### src/rtl/tmcb_pkg.sv
// shared constants, types and helpers of the capture buffer
package tmcb_pkg;

    localparam int CHANNELS   = 4;
    localparam int DEPTH      = 1024;
    localparam int DONE_COUNT = 64;
    localparam int COUNT_MAX  = 127;
    localparam int WIN_RESET  = 1024;

    localparam int CH_W      = (CHANNELS > 1) ? $clog2(CHANNELS) : 1;
    localparam int IDX_W     = $clog2(DEPTH);
    localparam int MEM_DEPTH = CHANNELS * DEPTH;
    localparam int ADDR_W    = $clog2(MEM_DEPTH);

    localparam int CMD_W  = 3;
    localparam int CHAN_W = 4;
    localparam int SMP_W  = 16;
    localparam int RUN_W  = 11;
    localparam int POS_W  = 10;
    localparam int WIN_W  = 11;
    localparam int CNT_W  = 7;
    localparam int SUM_W  = 32;
    localparam int NUM_W  = 32;
    localparam int STEP_W = $clog2(NUM_W);

    localparam logic [CMD_W-1:0] CMD_LOG   = 3'd0;
    localparam logic [CMD_W-1:0] CMD_ARM   = 3'd1;
    localparam logic [CMD_W-1:0] CMD_TRIG  = 3'd2;
    localparam logic [CMD_W-1:0] CMD_CLEAR = 3'd3;
    localparam logic [CMD_W-1:0] CMD_WAVG  = 3'd4;
    localparam logic [CMD_W-1:0] CMD_TAVG  = 3'd5;
    localparam logic [CMD_W-1:0] CMD_READ  = 3'd6;

    typedef enum logic [2:0] {
        ST_INIT,
        ST_IDLE,
        ST_CLEAR,
        ST_WSUM,
        ST_DRAIN,
        ST_START,
        ST_DIV,
        ST_RDMEM
    } state_t;

    typedef enum logic [1:0] {
        OSRC_ZERO,
        OSRC_QUOT,
        OSRC_MEM
    } out_src_t;

    typedef struct packed {
        logic     take;
        logic     sweep_clr;
        logic     init_wr;
        logic     clr_wr;
        logic     rd_sweep;
        logic     div_start;
        logic     idx_wr;
        logic     rd_issue;
        logic     load_out;
        out_src_t out_src;
    } dp_cmd_t;

    typedef struct packed {
        logic [CMD_W-1:0] in_op;
        logic             in_ch_ok;
        logic             in_slow_wrap;
        logic             in_pt_nz;
        logic [CMD_W-1:0] op;
        logic             init_last;
        logic             row_last;
        logic             win_last;
        logic             div_done;
        logic             out_free;
    } dp_stat_t;

    function automatic logic [ADDR_W-1:0] row_addr(input logic [CH_W-1:0] ch,
                                                    input logic [IDX_W-1:0] idx);
        return ADDR_W'(ch) * ADDR_W'(DEPTH) + ADDR_W'(idx);
    endfunction

endpackage

### src/rtl/tmcb_ctrl.sv
// controller state machine sequencing the datapath
module tmcb_ctrl (
    input  logic               clk,
    input  logic               rst_n,
    input  logic               in_valid,
    output logic               in_ready,
    input  tmcb_pkg::dp_stat_t st,
    output tmcb_pkg::dp_cmd_t  cmd
);
    import tmcb_pkg::*;

    state_t state_reg, state_next;
    logic   take;

    assign in_ready = (state_reg == ST_IDLE) && st.out_free;
    assign take     = in_ready && in_valid;

    always_ff @(posedge clk or negedge rst_n)
    begin
        if (!rst_n)
            state_reg <= ST_INIT;
        else
            state_reg <= state_next;
    end

    always_comb
    begin
        state_next = state_reg;
        case (state_reg)
            ST_INIT:
            begin
                if (st.init_last)
                    state_next = ST_IDLE;
            end
            ST_IDLE:
            begin
                if (take)
                begin
                    case (st.in_op)
                        CMD_LOG:
                        begin
                            if (st.in_slow_wrap)
                                state_next = ST_START;
                        end
                        CMD_CLEAR:
                        begin
                            if (st.in_ch_ok)
                                state_next = ST_CLEAR;
                        end
                        CMD_WAVG:
                        begin
                            if (st.in_ch_ok)
                                state_next = ST_WSUM;
                        end
                        CMD_TAVG:
                        begin
                            if (st.in_ch_ok && st.in_pt_nz)
                                state_next = ST_START;
                        end
                        CMD_READ:
                        begin
                            if (st.in_ch_ok)
                                state_next = ST_START;
                        end
                        default:
                        begin
                        end
                    endcase
                end
            end
            ST_CLEAR:
            begin
                if (st.row_last)
                    state_next = ST_IDLE;
            end
            ST_WSUM:
            begin
                if (st.win_last)
                    state_next = ST_DRAIN;
            end
            ST_DRAIN: state_next = ST_START;
            ST_START: state_next = ST_DIV;
            ST_DIV:
            begin
                if (st.div_done)
                    state_next = (st.op == CMD_READ) ? ST_RDMEM : ST_IDLE;
            end
            ST_RDMEM: state_next = ST_IDLE;
            default:  state_next = ST_IDLE;
        endcase
    end

    always_comb
    begin
        cmd         = '0;
        cmd.out_src = OSRC_ZERO;
        case (state_reg)
            ST_INIT:
                cmd.init_wr = 1'b1;
            ST_IDLE:
            begin
                cmd.take      = take;
                cmd.sweep_clr = take;
                if (take)
                begin
                    case (st.in_op)
                        CMD_CLEAR, CMD_WAVG, CMD_READ:
                            cmd.load_out = !st.in_ch_ok;
                        CMD_TAVG:
                            cmd.load_out = !(st.in_ch_ok && st.in_pt_nz);
                        default:
                            cmd.load_out = 1'b1;
                    endcase
                end
            end
            ST_CLEAR:
            begin
                cmd.clr_wr   = 1'b1;
                cmd.load_out = st.row_last;
            end
            ST_WSUM:
                cmd.rd_sweep = 1'b1;
            ST_START:
                cmd.div_start = 1'b1;
            ST_DIV:
            begin
                if (st.div_done)
                begin
                    case (st.op)
                        CMD_LOG:  cmd.idx_wr = 1'b1;
                        CMD_READ: cmd.rd_issue = 1'b1;
                        default:
                        begin
                            cmd.load_out = 1'b1;
                            cmd.out_src  = OSRC_QUOT;
                        end
                    endcase
                end
            end
            ST_RDMEM:
            begin
                cmd.load_out = 1'b1;
                cmd.out_src  = OSRC_MEM;
            end
            default:
            begin
            end
        endcase
    end

endmodule

### config.mk
export PLATFORM = sky130hd
export DESIGN_NAME = tmcb_ctrl
export DESIGN_NICKNAME = d
export VERILOG_FILES = /design/src/rtl/tmcb_pkg.sv /design/src/rtl/tmcb_ctrl.sv
export SDC_FILE = /design/constraint.sdc
export NUM_CORES = 1
export LEC_CHECK = 0
export BUFFER_PORTS_ARGS = -buffer_cell sky130_fd_sc_hd__buf_2
export CORE_AREA = 5 5 42 44
export CTS_CLUSTER_SIZE = 14
export DETAILED_ROUTE_END_ITERATION = 10
export DIE_AREA = 0 0 47 49
export PLACE_DENSITY = 0.69
export SYNTH_ARGS = -nofsm -noshare
export SYNTH_HDL_FRONTEND = slang
export SYNTH_SLANG_ARGS = --single-unit
### constraint.sdc
create_clock -name clk -period 1.4 [get_ports clk]
set_clock_uncertainty 0.15 [all_clocks]
set_input_delay 0.14 -clock clk [delete_from_list [all_inputs] [get_ports clk]]
set_output_delay 0.14 -clock clk [all_outputs]
set_load 0.01 [all_outputs]
Word-level counts from Yosys, hierarchy flattened
Index checks and enable logic that the tools add are counted.
Word-level totals
  bits in registers: 3
  latch bits: 0
  memory bits (writable): 0
  ROM bits: 0
  bits of input ports: 17
  output and inout bits: 12
  memories kept: 0
Cells by class
  add/sub/neg operators: 0
  $mul: 0
  divide/modulo/power cells: 0
  magnitude comparators: 0
  equality and inequality tests: 23
  shift operators: 0
  multiplexer cells: 27
  bitwise operators: 0
  reduce and logical (&&, ||, !) cells: 11
Operators with widths (count)
  $mux W3: 12
  $eq A3 B3 Y1 const B: 8
  $pmux W3 S8: 1
  $ne A3 B3 Y1 const B: 5
  $pmux W3 S5: 1
  $reduce_and A11 Y1: 1
  $ne A2 B2 Y1 const B: 5
  $eq A3 B2 Y1 const B: 3
  $logic_not A3 Y1: 3
  $mux W1: 7
  $ne A6 B1 Y1 const B: 1
  $mux W5: 1
  $mux W2: 2
  $pmux W1 S4: 1
  $pmux W2 S2: 1
  $eq A3 B1 Y1 const B: 1
  $logic_and A1 B1 Y1: 3
  $reduce_or A3 Y1: 1
  $logic_not A1 Y1: 2
  $pmux W1 S2: 1
  $reduce_or A2 Y1: 1

Depth between registers and ports, before layout
  depth after elaboration: 5
  depth in mapped cells: 5

Worst setup path before layout
Ideal clock, no wire load.
  path kind: reg2out
  start point: register state_reg[0]
  end point: output cmd[2] in the netlist's numbering
  arrival time: 1.244 ns
  slack: -0.134 ns
  cell stages (with the launch flop): 6
  path buffers: 1
  path through: dfrtp_1 -> buf_4 -> nand4b_1 -> a21oi_1 -> a211o_1 -> a21o_1
RTL lines
  start: declaration: RTL line tmcb_ctrl.sv:12  | state_t state_reg, state_next;
  start signal: assignment: RTL line tmcb_ctrl.sv:23  | state_reg <= state_next;
  end: declaration: RTL line tmcb_ctrl.sv:8  | output tmcb_pkg::dp_cmd_t cmd

==> impl_metrics.json <==
{
  "postSynth.topFlopCell": "sky130_fd_sc_hd__dfrtp_1",
  "grt_start_max_net_pins": 9,
  "antenna-diode-count": 0,
  "cpLargestDelayFamily": "flip-flops",
  "num_vias": 678,
  "synth_enable_flop_cells": 0,
  "grt_pass1_vias": 636,
  "syn_inst": 61,
  "antenna_violations_before_repair": 0,
  "tightest_slew_ns": 0.309,
  "place.detailed.hpwl_um": 1190,
  "cts_tree": "yes",
  "cts_max_path_buffers": 2,
  "clk_pin_slew_ns": 0.04,
  "largest_register_ffs": 3,
  "part_of_the_yosys_area_used_for_sequential_elements": 0.165,
  "filler_cell_count": 126,
  "final_report_setup_violation_count": 12,
  "syn_to_final_growth_pct": 100,
  "status": "complete, but fails checks",
  "period_minus_slack_ns": 1.73,
  "warnings_synthesis": 0,
  "crit_buf_inv": 3,
  "globalRouteTotalUtil": 0.156,
  "die-height_um": 49,
  "worst_hold_path_type": "input pin to asynchronous set/reset pin",
  "pin_count": 29,
  "critical_path_class": "flip-flop to output port",
  "worstSetupEndpointType": "output port",
  "power.ir.vdd_worst_uv": 1050,
  "numClockSinks": 3,
  "dr.pass1.iters": 4,
  "total_routed_length_um": 1630,
  "clock-root-buffer": "sky130_fd_sc_hd__clkbuf_4",
  "powerDensity_nw_per_um2": 1710,
  "r2r_setup_slk_ns": -0.31,
  "worst_path_arrival_ns": 1.44,
  "placement_rows": 14,
  "timing.critical_path.from_type": "flip-flop",
  "core_occupancy_in_the_finished_layout": 0.649,
  "average_wire_per_standard_cell_um": 12.7,
  "drive_gt1_frac": 0.661,
  "failing_checks": "negative setup slack",
  "buffer_ports.inserted": 28,
  "cp.required_ns": 1.11,
  "cts_max_level": 1,
  "detail-route-antenna-nets": 0,
  "synth.ff_latch_count": 3,
  "timing.critical_path.slowest_cell_delay_ns": 0.43,
  "slowest_stage": "sky130_fd_sc_hd__dfrtp_2",
  "synth_cell_type_count": 32,
  "detailedRoute.firstIterationViolations": 15,
  "timing.final.crit_share": 1.23,
  "area_occupied_by_multi_input_gates_sq_um": 415,
  "rsz0062_at_grt": "yes",
  "seq_area_sq_um": 77.6,
  "cts-buffers-inserted": 3,
  "wire_length_of_the_first_global_routing_pass_um": 2640,
  "synth_nets": 78,
  "grt_ovf": 0,
  "place_ws_ns": -0.170,
  "netlist_area_sq_um": 454,
  "nNetsFinal": 130,
  "max_clock_freq_mhz": 579,
  "clock_insertion_delay_worst_skew_ns": 0.23,
  "post_synthesis_average_cell_area_sq_um": 7.45,
  "fin_tns_setup_ns": -2.17,
  "floorplan.initialDensity": 0.324,
  "vias_per_cell": 5.30,
  "crit_path_max_fanout": 6,
  "slew_violations": 0,
  "maxSlewHeadroom": 0.792,
  "core_region_area_sq_um": 1400,
  "timing.final.hold_violations": 0,
  "postSynth.asyncResetShare": 1.00,
  "r2r.worst_path.cells": 6,
  "worst_r2r_endpoint": "state_reg[0]$_DFFE_PN0P_",
  "die_w_um": 47,
  "worst_slack_ns": -0.326,
  "p_leak_nw": 0.445,
  "post-route-drc-count": 0,
  "dieArea_sq_um": 2300,
  "total_power_w": 0.00156,
  "finalWeightedCongestion": 0.863,
  "timing.max_cap.violations": 0,
  "worst_path_cell_trace": "buf_6 > nand3_2 > inv_2 > a211o_1 > a21o_1 > buf_2",
  "worst_r2r_startpoint": "state_reg[0]$_DFFE_PN0P_"
}
Yosys cell counts (all sizes together) (2+ instances only):
cell,instances,share of area
nor2,6,0.050
buf,4,0.066
inv,4,0.033
nand2,4,0.033
nor3b,4,0.066
a21oi,3,0.033
dfrtp,3,0.17
o211ai,3,0.061
o21ai,3,0.033
a21boi,2,0.033
a21o,2,0.033
nand2b,2,0.028
nand3,2,0.022
nand3b,2,0.033
nor3,2,0.022
o32a,2,0.047
cell families after synthesis:
kind of cell           after synthesis  synth area share
multiplexers                         1            0.0248
XOR/XNOR                             1            0.0193
buffers and inverters                8            0.0992
AO/OA/AOI/OAI                       19             0.320
flip-flops                           3             0.165
AND/OR/NAND/NOR                     29             0.372
worst max-delay path by stage:
| stage | slack, ns | cells after the start | start | to |
|---|---|---|---|---|
| finish | -0.33 | 6 | state_reg[2]$_DFFE_PN0P_ | cmd[2] |
| global route | -0.40 | 5 | state_reg[2]$_DFFE_PN0P_ | cmd[2] |
| CTS | -0.33 | 5 | state_reg[1]$_DFFE_PN0P_ | cmd[2] |
| detailed placement | -0.17 | 4 | state_reg[1]$_DFFE_PN0P_ | state_reg[0]$_DFFE_PN0P_ |
| global placement | -0.15 | 4 | state_reg[1]$_DFFE_PN0P_ | state_reg[0]$_DFFE_PN0P_ |
| floorplan | -0.09 | 4 | state_reg[2]$_DFFE_PN0P_ | state_reg[0]$_DFFE_PN0P_ |
placed cells by master, fill, tap and decap left out, drive strengths merged:
cell,count
mux2,1
or3,1
o221ai,1
xnor2,1
nand4b,1
dlygate4sd3,2
a21o,2
o32ai,1
buf,49
o32a,2
nor3b,4
or4,1
a21oi,3
nor2,6
o31a,1
clkbuf,4
inv,4
nand3,2
nor3,2
o21ai,3
o211ai,3
dfrtp,3
nand3b,2
or2,1
and3,1
nand2b,2
a21boi,2
and3b,1
a211o,1
nand2,4
nor4,1
worst reg2reg max path, stage by stage (launching register included):
cell	delay, ns
sky130_fd_sc_hd__dfrtp_1	0.40
sky130_fd_sc_hd__buf_4	0.15
sky130_fd_sc_hd__buf_6	0.10
sky130_fd_sc_hd__buf_6	0.11
sky130_fd_sc_hd__or3_4	0.39
sky130_fd_sc_hd__a21o_1	0.19
sky130_fd_sc_hd__o31a_2	0.11
where the power goes:
part           switching [W]  internal, W
combinational       0.000525     0.000685
sequential         0.0000595     0.000136
clock              0.0000450     0.000107
total               0.000629     0.000928
area by class of cell:
cell class	instances	area share
flip-flops and latches	3	0.0853
multi-input cells	50	0.457
well taps	16	0.0220
inverters	4	0.0193
clock buffers	4	0.0289
repair buffers	51	0.388
routing by layer:
layer | vias up | part of all wire | GRT usage
met5 | - | 0 | 0
met4 | 0 | 0.033 | 0.111
met3 | 6 | 0.067 | 0.0258
met2 | 26 | 0.51 | 0.240
met1 | 313 | 0.39 | 0.185
li1 | 333 | - | -
stage by stage:
stage | instance area, sq um | hold WS, ns | instances
after floorplan | 465 | -0.306 | 61
after global placement | 693 | -0.212 | 114
after detailed placement | 693 | -0.210 | 114
after CTS | 860 | 0.0832 | 125
after global routing | 910 | 0.0927 | 128
final | 910 | 0.0893 | 128
repair_timing:
action,CTS,global route
pin swaps,7,2
buffers inserted,6,3
gates resized for setup,19,9
endpoints found under the hold margin,4,0
gates cloned,0,0
hold buffers,2,0
endpoints found under the setup margin,13,15
Note: power is estimated with default switching activity, not from simulation.
